`src/fcpr_pkg.sv`:
```
// Shared types, constants and the CRC-16 byte update for the framed CRC packet receiver.
// Used by fcpr_outq, fcpr_ctrl, the top module and the testbench; depends on nothing else.
`default_nettype none

package fcpr_pkg;

  localparam int STORE_DEPTH = 256;
  localparam int STORE_AW = $clog2(STORE_DEPTH);
  localparam int CMP_W = ($clog2(STORE_DEPTH + 1) > 10) ? $clog2(STORE_DEPTH + 1) : 10;

  localparam int unsigned CRC_LEN = 2;
  localparam logic [15:0] CRC_SEED = 16'h0000;
  localparam logic [15:0] CRC_POLY = 16'h1021;

  localparam int OQ_DEPTH = 3;
  localparam int OQ_PTR_W = $clog2(OQ_DEPTH);
  localparam int OQ_CNT_W = $clog2(OQ_DEPTH + 1);

  localparam int CFG_IDX_W = 1;
  localparam int CFG_DATA_W = 9;
  localparam logic [CFG_IDX_W-1:0] REG_PREAMBLE = 1'd0;
  localparam logic [CFG_IDX_W-1:0] REG_CAPACITY = 1'd1;

  localparam logic [1:0] KIND_START = 2'd0;
  localparam logic [1:0] KIND_DONE = 2'd1;
  localparam logic [1:0] KIND_ERROR = 2'd2;
  localparam logic [1:0] KIND_READ = 2'd3;

  localparam logic [2:0] ERR_PREAMBLE = 3'd0;
  localparam logic [2:0] ERR_BUSY = 3'd1;
  localparam logic [2:0] ERR_LONG = 3'd2;
  localparam logic [2:0] ERR_SHORT = 3'd3;
  localparam logic [2:0] ERR_CRC = 3'd4;
  localparam logic [2:0] ERR_LINE = 3'd5;

  typedef enum logic [2:0] {
    FUNC_BYTE    = 3'd0,
    FUNC_TIMEOUT = 3'd1,
    FUNC_LINE    = 3'd2,
    FUNC_READ    = 3'd3,
    FUNC_RELEASE = 3'd4
  } func_t;

  typedef enum logic [3:0] {
    PH_IDLE = 4'b0001,
    PH_LEN  = 4'b0010,
    PH_RX   = 4'b0100,
    PH_ERR  = 4'b1000
  } phase_t;

  typedef struct packed {
    logic [2:0] func;
    logic [7:0] rx_byte;
    logic [3:0] line_fault;
    logic [7:0] read_index;
  } item_t;

  typedef struct packed {
    logic [1:0] kind;
    logic [2:0] error_code;
    logic [3:0] fault_bits;
    logic [7:0] frame_length;
    logic [7:0] read_data;
  } result_t;

  typedef struct packed {
    logic    valid;
    result_t res;
  } push_t;

  typedef struct packed {
    logic                we;
    logic [STORE_AW-1:0] waddr;
    logic [7:0]          wdata;
    logic                re;
    logic [STORE_AW-1:0] raddr;
  } ram_req_t;

  function automatic logic [15:0] crc_byte(input logic [15:0] crc, input logic [7:0] b);
    logic [15:0] c;
    c = crc ^ {b, 8'h00};
    for (int k = 0; k < 8; k++) begin
      c = c[15] ? ({c[14:0], 1'b0} ^ CRC_POLY) : {c[14:0], 1'b0};
    end
    return c;
  endfunction

endpackage

`default_nettype wire

```
`src/fcpr_if.sv`:
```
// Valid/ready channel interfaces for the input items and the result items.
// Depends on nothing; payload widths follow the item and result formats.
`default_nettype none

interface fcpr_in_if;
  logic       valid;
  logic       ready;
  logic [2:0] func;
  logic [7:0] rx_byte;
  logic [3:0] line_fault;
  logic [7:0] read_index;

  modport source (output valid, func, rx_byte, line_fault, read_index, input ready);
  modport sink (input valid, func, rx_byte, line_fault, read_index, output ready);
endinterface

interface fcpr_out_if;
  logic       valid;
  logic       ready;
  logic [1:0] kind;
  logic [2:0] error_code;
  logic [3:0] fault_bits;
  logic [7:0] frame_length;
  logic [7:0] read_data;

  modport source (output valid, kind, error_code, fault_bits, frame_length, read_data,
                  input ready);
  modport sink (input valid, kind, error_code, fault_bits, frame_length, read_data,
                output ready);
endinterface

`default_nettype wire

```
`src/fcpr_ram.sv`:
```
// Generic single-write, single-read memory with a registered read port.
// Self-contained; used for the frame store.
`default_nettype none

module fcpr_ram #(
  parameter int WIDTH = 8,
  parameter int DEPTH = 256,
  localparam int AW = $clog2(DEPTH)
) (
  input  wire logic             clk,
  input  wire logic             we,
  input  wire logic [AW-1:0]    waddr,
  input  wire logic [WIDTH-1:0] wdata,
  input  wire logic             re,
  input  wire logic [AW-1:0]    raddr,
  output logic      [WIDTH-1:0] rdata
);

  logic [WIDTH-1:0] mem [DEPTH];

  always_ff @(posedge clk) begin
    if (we) begin
      mem[waddr] <= wdata;
    end
    if (re) begin
      rdata <= mem[raddr];
    end
  end

endmodule

`default_nettype wire

```
`src/fcpr_outq.sv`:
```
// Result queue that decouples the receiver pipeline from the output channel.
// Depends on fcpr_pkg for the result types and the queue depth.
`default_nettype none

module fcpr_outq (
  input  wire logic              clk,
  input  wire logic              rst_n,
  input  wire fcpr_pkg::push_t   push,
  input  wire logic              pop,
  output logic                   head_valid,
  output fcpr_pkg::result_t      head,
  output logic                   can_accept
);
  import fcpr_pkg::*;

  result_t               entry_r [OQ_DEPTH];
  logic [OQ_PTR_W-1:0]   wr_ptr_r, wr_ptr_nxt;
  logic [OQ_PTR_W-1:0]   rd_ptr_r, rd_ptr_nxt;
  logic [OQ_CNT_W-1:0]   count_r, count_nxt;
  logic                  do_pop;

  assign head_valid = (count_r != '0);
  assign head = entry_r[rd_ptr_r];
  assign do_pop = head_valid && pop;
  assign can_accept = ({1'b0, count_r} + {{OQ_CNT_W{1'b0}}, push.valid})
                      <= (OQ_CNT_W + 1)'(OQ_DEPTH - 1);

  always_comb begin
    wr_ptr_nxt = wr_ptr_r;
    rd_ptr_nxt = rd_ptr_r;
    count_nxt = count_r;
    if (push.valid) begin
      wr_ptr_nxt = (wr_ptr_r == OQ_PTR_W'(OQ_DEPTH - 1)) ? '0 : wr_ptr_r + 1'b1;
    end
    if (do_pop) begin
      rd_ptr_nxt = (rd_ptr_r == OQ_PTR_W'(OQ_DEPTH - 1)) ? '0 : rd_ptr_r + 1'b1;
    end
    if (push.valid && !do_pop) begin
      count_nxt = count_r + 1'b1;
    end else if (!push.valid && do_pop) begin
      count_nxt = count_r - 1'b1;
    end
  end

  always_ff @(posedge clk) begin
    if (!rst_n) begin
      wr_ptr_r <= '0;
      rd_ptr_r <= '0;
      count_r <= '0;
    end else begin
      wr_ptr_r <= wr_ptr_nxt;
      rd_ptr_r <= rd_ptr_nxt;
      count_r <= count_nxt;
    end
  end

  always_ff @(posedge clk) begin
    if (push.valid) begin
      entry_r[wr_ptr_r] <= push.res;
    end
  end

  a_no_overflow: assert property (@(posedge clk) disable iff (!rst_n)
    push.valid |-> (count_r < OQ_CNT_W'(OQ_DEPTH)) || do_pop)
    else $error("result queue overflow");

  a_count_step: assert property (@(posedge clk) disable iff (!rst_n)
    (!push.valid && !do_pop) |=> $stable(count_r))
    else $error("queue count changed without push or pop");

  a_accept_room: assert property (@(posedge clk) disable iff (!rst_n)
    can_accept |-> (count_r < OQ_CNT_W'(OQ_DEPTH)))
    else $error("accept allowed with full queue");

endmodule

`default_nettype wire

```
`src/fcpr_ctrl.sv`:
```
// Frame receive controller: phase tracking, length checks, CRC and frame store access.
// Depends on fcpr_pkg; drives the frame store memory and feeds the result queue.
`default_nettype none

module fcpr_ctrl (
  input  wire logic                          clk,
  input  wire logic                          rst_n,
  input  wire logic                          in_valid,
  input  wire fcpr_pkg::item_t               in_item,
  output logic                               in_ready,
  input  wire logic                          cfg_we,
  input  wire logic [fcpr_pkg::CFG_IDX_W-1:0]  cfg_index,
  input  wire logic [fcpr_pkg::CFG_DATA_W-1:0] cfg_wdata,
  output fcpr_pkg::ram_req_t                 ram_req,
  input  wire logic [7:0]                    ram_rdata,
  input  wire logic                          q_can_accept,
  output fcpr_pkg::push_t                    push
);
  import fcpr_pkg::*;

  logic [7:0]  preamble_r;
  logic [8:0]  capacity_r;
  phase_t      phase_r, phase_nxt;
  logic        pm_r, pm_nxt;
  logic [7:0]  elen_r, elen_nxt;
  logic [8:0]  wpos_r, wpos_nxt;
  logic [15:0] crc_r, crc_nxt;
  logic        occ_r, occ_nxt;

  logic        s1_valid_r, s1_valid_nxt;
  result_t     s1_res_r, s1_res_nxt;
  logic        s1_rd_r, s1_rd_nxt;

  logic              acc;
  logic [15:0]       crc_upd;
  logic [8:0]        wpos_inc;
  logic [8:0]        frame_end;
  logic [CMP_W-1:0]  cap_eff;
  logic [CMP_W-1:0]  need;
  logic              too_long;
  logic              idx_ok;

  assign in_ready = q_can_accept;
  assign acc = in_valid && in_ready;
  assign crc_upd = crc_byte(crc_r, in_item.rx_byte);
  assign wpos_inc = wpos_r + 9'd1;
  assign frame_end = {1'b0, elen_r} + 9'(CRC_LEN);
  assign cap_eff = (CMP_W'(capacity_r) > CMP_W'(STORE_DEPTH)) ? CMP_W'(STORE_DEPTH)
                                                               : CMP_W'(capacity_r);
  assign need = CMP_W'(in_item.rx_byte) + CMP_W'(CRC_LEN);
  assign too_long = need > cap_eff;
  assign idx_ok = 32'(in_item.read_index) < STORE_DEPTH;

  always_comb begin
    phase_nxt = phase_r;
    pm_nxt = pm_r;
    elen_nxt = elen_r;
    wpos_nxt = wpos_r;
    crc_nxt = crc_r;
    occ_nxt = occ_r;
    s1_valid_nxt = 1'b0;
    s1_res_nxt = '0;
    s1_rd_nxt = 1'b0;
    ram_req.we = 1'b0;
    ram_req.waddr = STORE_AW'(wpos_r);
    ram_req.wdata = in_item.rx_byte;
    ram_req.re = 1'b0;
    ram_req.raddr = STORE_AW'(in_item.read_index);
    if (acc) begin
      case (in_item.func)
        FUNC_BYTE: begin
          case (phase_r)
            PH_IDLE: begin
              pm_nxt = (in_item.rx_byte == preamble_r);
              phase_nxt = PH_LEN;
            end
            PH_LEN: begin
              elen_nxt = in_item.rx_byte;
              s1_valid_nxt = 1'b1;
              if (!pm_r || occ_r || too_long) begin
                phase_nxt = PH_ERR;
                s1_res_nxt.kind = KIND_ERROR;
                s1_res_nxt.error_code = !pm_r ? ERR_PREAMBLE : (occ_r ? ERR_BUSY : ERR_LONG);
              end else begin
                crc_nxt = CRC_SEED;
                wpos_nxt = '0;
                phase_nxt = PH_RX;
                s1_res_nxt.kind = KIND_START;
              end
            end
            PH_RX: begin
              ram_req.we = 32'(wpos_r) < STORE_DEPTH;
              crc_nxt = crc_upd;
              wpos_nxt = wpos_inc;
              if (wpos_inc >= frame_end) begin
                phase_nxt = PH_IDLE;
                s1_valid_nxt = 1'b1;
                if (crc_upd == 16'h0000) begin
                  occ_nxt = 1'b1;
                  s1_res_nxt.kind = KIND_DONE;
                  s1_res_nxt.frame_length = elen_r;
                end else begin
                  s1_res_nxt.kind = KIND_ERROR;
                  s1_res_nxt.error_code = ERR_CRC;
                end
              end
            end
            default: ;
          endcase
        end
        FUNC_TIMEOUT: begin
          if (phase_r == PH_LEN || phase_r == PH_RX) begin
            s1_valid_nxt = 1'b1;
            s1_res_nxt.kind = KIND_ERROR;
            s1_res_nxt.error_code = ERR_SHORT;
          end
          phase_nxt = PH_IDLE;
        end
        FUNC_LINE: begin
          if (phase_r != PH_ERR) begin
            phase_nxt = PH_ERR;
            s1_valid_nxt = 1'b1;
            s1_res_nxt.kind = KIND_ERROR;
            s1_res_nxt.error_code = ERR_LINE;
            s1_res_nxt.fault_bits = in_item.line_fault;
          end
        end
        FUNC_READ: begin
          s1_valid_nxt = 1'b1;
          s1_res_nxt.kind = KIND_READ;
          s1_rd_nxt = idx_ok;
          ram_req.re = idx_ok;
        end
        FUNC_RELEASE: begin
          occ_nxt = 1'b0;
        end
        default: ;
      endcase
    end
  end

  always_ff @(posedge clk) begin
    if (!rst_n) begin
      preamble_r <= '0;
      capacity_r <= 9'(256);
      phase_r <= PH_IDLE;
      pm_r <= 1'b0;
      elen_r <= '0;
      wpos_r <= '0;
      crc_r <= CRC_SEED;
      occ_r <= 1'b0;
      s1_valid_r <= 1'b0;
      s1_rd_r <= 1'b0;
    end else begin
      if (cfg_we && cfg_index == REG_PREAMBLE) begin
        preamble_r <= cfg_wdata[7:0];
      end
      if (cfg_we && cfg_index == REG_CAPACITY) begin
        capacity_r <= cfg_wdata[8:0];
      end
      phase_r <= phase_nxt;
      pm_r <= pm_nxt;
      elen_r <= elen_nxt;
      wpos_r <= wpos_nxt;
      crc_r <= crc_nxt;
      occ_r <= occ_nxt;
      s1_valid_r <= s1_valid_nxt;
      s1_rd_r <= s1_rd_nxt;
    end
  end

  always_ff @(posedge clk) begin
    s1_res_r <= s1_res_nxt;
  end

  always_comb begin
    push.valid = s1_valid_r;
    push.res = s1_res_r;
    push.res.read_data = s1_rd_r ? ram_rdata : 8'h00;
  end

  a_rx_bound: assert property (@(posedge clk) disable iff (!rst_n)
    (phase_r == PH_RX) |-> (wpos_r < frame_end))
    else $error("write position ran past the frame end");

  a_write_phase: assert property (@(posedge clk) disable iff (!rst_n)
    ram_req.we |-> (acc && phase_r == PH_RX))
    else $error("frame store written outside payload reception");

  a_read_result: assert property (@(posedge clk) disable iff (!rst_n)
    ram_req.re |=> (s1_valid_r && s1_rd_r && s1_res_r.kind == KIND_READ))
    else $error("store read without a matching read result");

  a_occ_on_done: assert property (@(posedge clk) disable iff (!rst_n)
    $rose(occ_r) |-> (s1_valid_r && s1_res_r.kind == KIND_DONE))
    else $error("buffer marked occupied without a completed frame");

endmodule

`default_nettype wire

```
`src/framed_crc_packet_receiver.sv`:
```
// Framed CRC packet receiver: a result is registered in the controller, then queued.
// Throughput is one item per cycle unless the result queue is near full; the frame store
// memory takes one write or one read per item; a three-entry result queue holds results.
// Reset (synchronous, active low) clears the phase, flags, CRC and configuration;
// the frame store is not cleared and reads of unwritten entries are undefined.
// Depends on fcpr_pkg, fcpr_if, fcpr_ram, fcpr_outq and fcpr_ctrl.
`default_nettype none

module framed_crc_packet_receiver (
  input  wire logic                          clk,
  input  wire logic                          rst_n,
  fcpr_in_if.sink                            in_chan,
  fcpr_out_if.source                         out_chan,
  input  wire logic                          cfg_we,
  input  wire logic [fcpr_pkg::CFG_IDX_W-1:0]  cfg_index,
  input  wire logic [fcpr_pkg::CFG_DATA_W-1:0] cfg_wdata
);
  import fcpr_pkg::*;

  item_t    in_item;
  ram_req_t ram_req;
  logic [7:0] ram_rdata;
  push_t    push;
  logic     q_can_accept;
  logic     in_ready;
  logic     head_valid;
  result_t  head;

  assign in_item.func = in_chan.func;
  assign in_item.rx_byte = in_chan.rx_byte;
  assign in_item.line_fault = in_chan.line_fault;
  assign in_item.read_index = in_chan.read_index;
  assign in_chan.ready = in_ready;

  fcpr_ctrl u_ctrl (
    .clk          (clk),
    .rst_n        (rst_n),
    .in_valid     (in_chan.valid),
    .in_item      (in_item),
    .in_ready     (in_ready),
    .cfg_we       (cfg_we),
    .cfg_index    (cfg_index),
    .cfg_wdata    (cfg_wdata),
    .ram_req      (ram_req),
    .ram_rdata    (ram_rdata),
    .q_can_accept (q_can_accept),
    .push         (push)
  );

  fcpr_ram #(
    .WIDTH (8),
    .DEPTH (STORE_DEPTH)
  ) u_store (
    .clk   (clk),
    .we    (ram_req.we),
    .waddr (ram_req.waddr),
    .wdata (ram_req.wdata),
    .re    (ram_req.re),
    .raddr (ram_req.raddr),
    .rdata (ram_rdata)
  );

  fcpr_outq u_outq (
    .clk        (clk),
    .rst_n      (rst_n),
    .push       (push),
    .pop        (out_chan.ready),
    .head_valid (head_valid),
    .head       (head),
    .can_accept (q_can_accept)
  );

  assign out_chan.valid = head_valid;
  assign out_chan.kind = head.kind;
  assign out_chan.error_code = head.error_code;
  assign out_chan.fault_bits = head.fault_bits;
  assign out_chan.frame_length = head.frame_length;
  assign out_chan.read_data = head.read_data;

endmodule

`default_nettype wire

```
`src/flat_wrapper.sv`:
```
// flat-port wrapper written by rule: the top's interface ports become plain ports
module framed_crc_packet_receiver_flat import fcpr_pkg::*;
  (clk, rst_n, cfg_we, cfg_index, cfg_wdata, in_chan_valid, in_chan_func, in_chan_rx_byte, in_chan_line_fault, in_chan_read_index, in_chan_ready, out_chan_valid, out_chan_kind, out_chan_error_code, out_chan_fault_bits, out_chan_frame_length, out_chan_read_data, out_chan_ready);
  fcpr_in_if in_chan_i ();
  fcpr_out_if out_chan_i ();
  input  wire logic clk;
  input  wire logic rst_n;
  input  wire logic cfg_we;
  input  wire logic [fcpr_pkg::CFG_IDX_W-1:0] cfg_index;
  input  wire logic [fcpr_pkg::CFG_DATA_W-1:0] cfg_wdata;
  input wire logic [$bits(in_chan_i.valid)-1:0] in_chan_valid;
  input wire logic [$bits(in_chan_i.func)-1:0] in_chan_func;
  input wire logic [$bits(in_chan_i.rx_byte)-1:0] in_chan_rx_byte;
  input wire logic [$bits(in_chan_i.line_fault)-1:0] in_chan_line_fault;
  input wire logic [$bits(in_chan_i.read_index)-1:0] in_chan_read_index;
  output wire logic [$bits(in_chan_i.ready)-1:0] in_chan_ready;
  output wire logic [$bits(out_chan_i.valid)-1:0] out_chan_valid;
  output wire logic [$bits(out_chan_i.kind)-1:0] out_chan_kind;
  output wire logic [$bits(out_chan_i.error_code)-1:0] out_chan_error_code;
  output wire logic [$bits(out_chan_i.fault_bits)-1:0] out_chan_fault_bits;
  output wire logic [$bits(out_chan_i.frame_length)-1:0] out_chan_frame_length;
  output wire logic [$bits(out_chan_i.read_data)-1:0] out_chan_read_data;
  input wire logic [$bits(out_chan_i.ready)-1:0] out_chan_ready;
  assign in_chan_i.valid = in_chan_valid;
  assign in_chan_i.func = in_chan_func;
  assign in_chan_i.rx_byte = in_chan_rx_byte;
  assign in_chan_i.line_fault = in_chan_line_fault;
  assign in_chan_i.read_index = in_chan_read_index;
  assign in_chan_ready = in_chan_i.ready;
  assign out_chan_valid = out_chan_i.valid;
  assign out_chan_kind = out_chan_i.kind;
  assign out_chan_error_code = out_chan_i.error_code;
  assign out_chan_fault_bits = out_chan_i.fault_bits;
  assign out_chan_frame_length = out_chan_i.frame_length;
  assign out_chan_read_data = out_chan_i.read_data;
  assign out_chan_i.ready = out_chan_ready;
  framed_crc_packet_receiver u_core (.clk(clk), .rst_n(rst_n), .in_chan(in_chan_i), .out_chan(out_chan_i), .cfg_we(cfg_we), .cfg_index(cfg_index), .cfg_wdata(cfg_wdata));
endmodule
```
`config.mk`:
```
export PLATFORM = sky130hd
export DESIGN_NAME = framed_crc_packet_receiver_flat
export DESIGN_NICKNAME = d
export VERILOG_FILES = /design/src/fcpr_pkg.sv /design/src/fcpr_if.sv /design/src/fcpr_ram.sv /design/src/fcpr_outq.sv /design/src/fcpr_ctrl.sv /design/src/framed_crc_packet_receiver.sv /design/src/flat_wrapper.sv
export SDC_FILE = /design/constraint.sdc
export NUM_CORES = 2
export LEC_CHECK = 0
export BUFFER_PORTS_ARGS = -buffer_cell sky130_fd_sc_hd__buf_2
export CAP_MARGIN = 20
export CORE_AREA = 2 2 393 395
export DETAILED_ROUTE_END_ITERATION = 10
export DIE_AREA = 0 0 395 397
export MAX_ROUTING_LAYER = met4
export PLACE_DENSITY = 0.81
export SETUP_SLACK_MARGIN = 0.5
export SKIP_CTS_REPAIR_TIMING = 1
export SLEW_MARGIN = 15
export SYNTH_ARGS = -nofsm -noshare
export SYNTH_HDL_FRONTEND = slang
export SYNTH_SLANG_ARGS = --single-unit
```
`constraint.sdc`:
```
create_clock -name clk -period 3.05 [get_ports clk]
set_input_delay 0.305 -clock clk [delete_from_list [all_inputs] [get_ports clk]]
set_output_delay 0.305 -clock clk [all_outputs]
set_load 0.1 [all_outputs]
```
==> impl_results.md <==
- Outcome: finished with violations
- Failing checks: negative hold slack
- Most frequent cells in the layout: 2131 x edfxtp_1, 466 x mux4_2, 448 x buf_4
- Maximum VDD drop: 0.5953 mV
- DRT antenna net count: 0
- Post-synthesis adder-cell area fraction: 0.004049
- Routability congestion estimate from global placement: 0.9746
- Area contributors post-synth: edfxtp_1 74%, mux4_2 12%, dfxtp_1 1.9%
- Worst setup EP type: flop
- Hold_sp: cfg_we
- H-tree depth: 4
- Worst-skew pair later-pin latency: 850 ps
- Clk sink count: 2214
- Footprint of the multi-input gates: 0.02073 mm^2
- Placed Instances: 6712
- Final Cycle Share: 0.9776
- Hold Crit Class: primary input to flop
- Fin area: 0.1019 mm^2
- Post-Place Cell Area: 0.09404 mm^2
- Number of cells on the critical path: 9
- Layout Skew: 37.08 ps
- Final Worst Setup Slack: 68.42 ps
- Reg power frac: 0.539
- Reg-to-Reg Start: u_core.u_store.mem[203][0]$_DFFE_PP_
- Worst-Margin Slew: 1239 ps
- Register area: 0.06569 mm^2
- Register area share after synthesis: 0.7588
- Number of fill cells: 8788
- WP data required: 3650 ps
- Gr usage total: 0.2996
- Library cells used by synthesis: 75
- Crit start category: flop
- Io pins: 65
- Post-synthesis cell count: 4323
- First-pass GRT wire length: 328900 um
- Share of total power in combinational logic: 0.066
- Vias: 48860
- Reg-to-reg slack, setup: 70 ps
- Sequence of cells on the critical path: mux4_2 > nor2b_1 > a211oi_1 > buf_4 > nor4_1 > a31oi_2 > nor2_1 > buf_4 > and3_1
- Net switching power: 13.67 mW
- WP data arrival: 3580 ps
- Crit path max fanout: 1
- Root buffer selected by CTS: clkbuf_16
- Synth top area share: 0.7396
- Max_cap viols: 0
- Post-Route Setup TNS: 0 ps
- Crit-path leading delay family: compound AO/OA/AOI/OAI gates
- Row cnt: 144
- Worst Setup Path Type: flop to flop
- Worst r2r path cells: 9
- Hold Worst Slack: -13.34 ps
- Worst r2r dst: u_core.u_store.rdata[0]$_DFFE_PP_
- Clock group share of total power: 0.396
- Most common cell after layout, fill and taps aside: edfxtp_1
- Antenna violations before repair: 13
- Share of cells above drive strength 1: 0.3230
- Post-synth EDFFs: 2131
- Clock tree from TritonCTS: done
- Die Wd: 395 um
- Slew HR: 0.1665
- Post-synthesis mux area share: 0.1450
- Final Max Slew Viols: 0
- Vias in the first global route: 47502
- Static leakage: 32.85 nW
- Post-synth ARST share: 0
- Pint: 48.25 mW
- Pre-CTS setup slack: -812.5 ps
- Remaining DRCs: 0
- DRT Pass-1 Iters: 10
- Most Frequent Cell on Critical Path: buf_4
- Final Non-Filler Cells: 7165
- Port bufs: 64
- Max Buffers Root-to-Sink: 3
- Area leader, netlist: edfxtp_1
- Violation count after the first detailed-route iteration: 8396
- CP max stage cell: a211oi_1
- Worst Setup SP: u_core.u_store.mem[203][0]$_DFFE_PP_
- CP max stage delay: 490 ps
- Num CTS Buffers: 199
- CP Buf/Inv Count: 2
- Starting Density: 0.5656
- GR Overflow Total: 0
- DR WL/cell: 33.08 um
- Largest net degree at the start of global routing: 192
- Synth Area in XOR/XNOR: 0.006248
- Area growth syn-to-layout: 17.73%
- Die H: 397 um
- Overall routed net length: 237000 um
- # setup viols final: 0
- Synth Area in Simple Gates: 0.03452
- HPWL after DPL: 137800 um
- Combinational family with the most area after synthesis: multiplexers
- Fin crit period: 2982 ps
- Reg clk slew, reported paths: 70 ps
- Core Box Area: 0.1530 mm^2
- Final nets: 5010
- Peak Freq: 335.4 MHz
- Synth Area in Compound Gates: 0.03511
- Sw frac: 0.2207
- Yosys warnings: 0
- Die area: 0.1568 mm^2
- RSZ-0062 raised after global routing: yes
- Synth Flop Type: edfxtp_1
- Fin. Hold Viols: 3
- Post-Syn Area: 0.08652 mm^2
- Syn Nets: 4389
- Pwr per Cell Area: 607.9 mW/mm^2
- Crit path to: u_core.u_store.rdata[0]$_DFFE_PP_
- Vias per inst: 6.819
- Mean Syn Cell Area: 20.01 um^2
- Number of synthesized register bits: 2214
[metal layers]
layer  routed length, um  vias to the layer above  track usage
li1                    -                    19016            -
met1               78190                    24630       0.3768
met2              113200                     4374       0.4627
met3               32350                      840      0.07749
met4               13250                        0       0.1366
met5                   0                        -            -
[worst min path at each step]
stage | endpoint | slack, ps | depth (start not counted)
2_1_floorplan | u_core.u_store.mem[0][0]$_DFFE_PP_ | 400 | 0
3_3_place_gp | u_core.u_outq.entry_r[0][14]$_DFFE_PP_ | 420 | 0
3_5_place_dp | u_core.u_outq.entry_r[1][13]$_DFFE_PP_ | 430 | 0
4_1_cts | u_core.u_ctrl.push[16]$_SDFF_PN0_ | -340 | 3
5_1_grt | u_core.u_ctrl.capacity_r[7]$_SDFFE_PN0P_ | 20 | 4
6_report | u_core.u_ctrl.capacity_r[7]$_SDFFE_PN0P_ | -10 | 4
[state kept, by name, indices dropped and copies added, names as in the netlist, 9 cells and up, named ones only]
| signal | flops |
|---|---|
| u_core.u_outq.entry_r | 75 |
| u_core.u_store.mem | 2048 |
| u_core.u_ctrl.push | 17 |
| u_core.u_ctrl.crc_r | 16 |
| u_core.u_ctrl.capacity_r | 9 |
| u_core.u_ctrl.wpos_r | 9 |
[area by class of cell]
cell class                 count  share of cell area
antenna                       15           0.0003685
clock buffer                 253             0.05138
clock inverter               110             0.01034
inverter                      18           0.0006879
multi-input combinational   1837              0.2035
sequential                  2214              0.6449
tap                         2044             0.02511
timing repair buffer         674             0.06364
[cell usage after synthesis, types with 40 or more instances]
| library cell | instances |
|---|---|
| mux4_2 | 466 |
| mux2i_1 | 160 |
| edfxtp_1 | 2131 |
| mux2_2 | 40 |
| o22ai_1 | 89 |
| a22o_1 | 41 |
| nand2_1 | 115 |
| clkbuf_1 | 110 |
| dfxtp_1 | 83 |
| o21ai_0 | 70 |
| buf_2 | 67 |
| a211oi_1 | 52 |
| buf_4 | 53 |
| nor2_1 | 333 |
[metrics by stage]
stage          total power, mW  utilization
2_1_floorplan            36.26            -
3_3_place_gp             37.77       0.6148
4_1_cts                  61.79       0.6559
5_1_grt                  63.14       0.6658
6_report                 61.92       0.6659
3_5_place_dp             37.87       0.6148
[worst reg2reg max path, delay by kind of cell, from the launching register on]
family	cells	cell delay, ps
AO/OA/AOI/OAI	2	900
AND/OR/NAND/NOR	4	570
multiplexers	1	480
flip-flops	1	380
buffers and inverters	2	410
[logic make-up (layout without fill, tap and decap cells)]
| logic type | Yosys count | after routing |
|---|---|---|
| adder cells (fa/ha/maj) | 28 | 28 |
| AO/OA/AOI/OAI | 433 | 433 |
| flip-flops | 2214 | 2214 |
| buffers and inverters | 274 | 1055 |
| AND/OR/NAND/NOR | 657 | 659 |
| multiplexers | 666 | 666 |
| XOR/XNOR | 51 | 51 |
| other | 0 | 15 |
[power groups by stage]
stage / Sequential, mW / Clock [mW] / Combinational [mW]
after floorplan: 34.0 / 0 / 2.25
after global placement: 34.0 / 0 / 3.76
after detailed placement: 34.0 / 0 / 3.85
after CTS: 33.4 / 24.5 / 3.90
after global routing: 33.4 / 25.6 / 4.19
final: 33.4 / 24.5 / 4.06
Note: power is estimated with default switching activity, not from simulation.
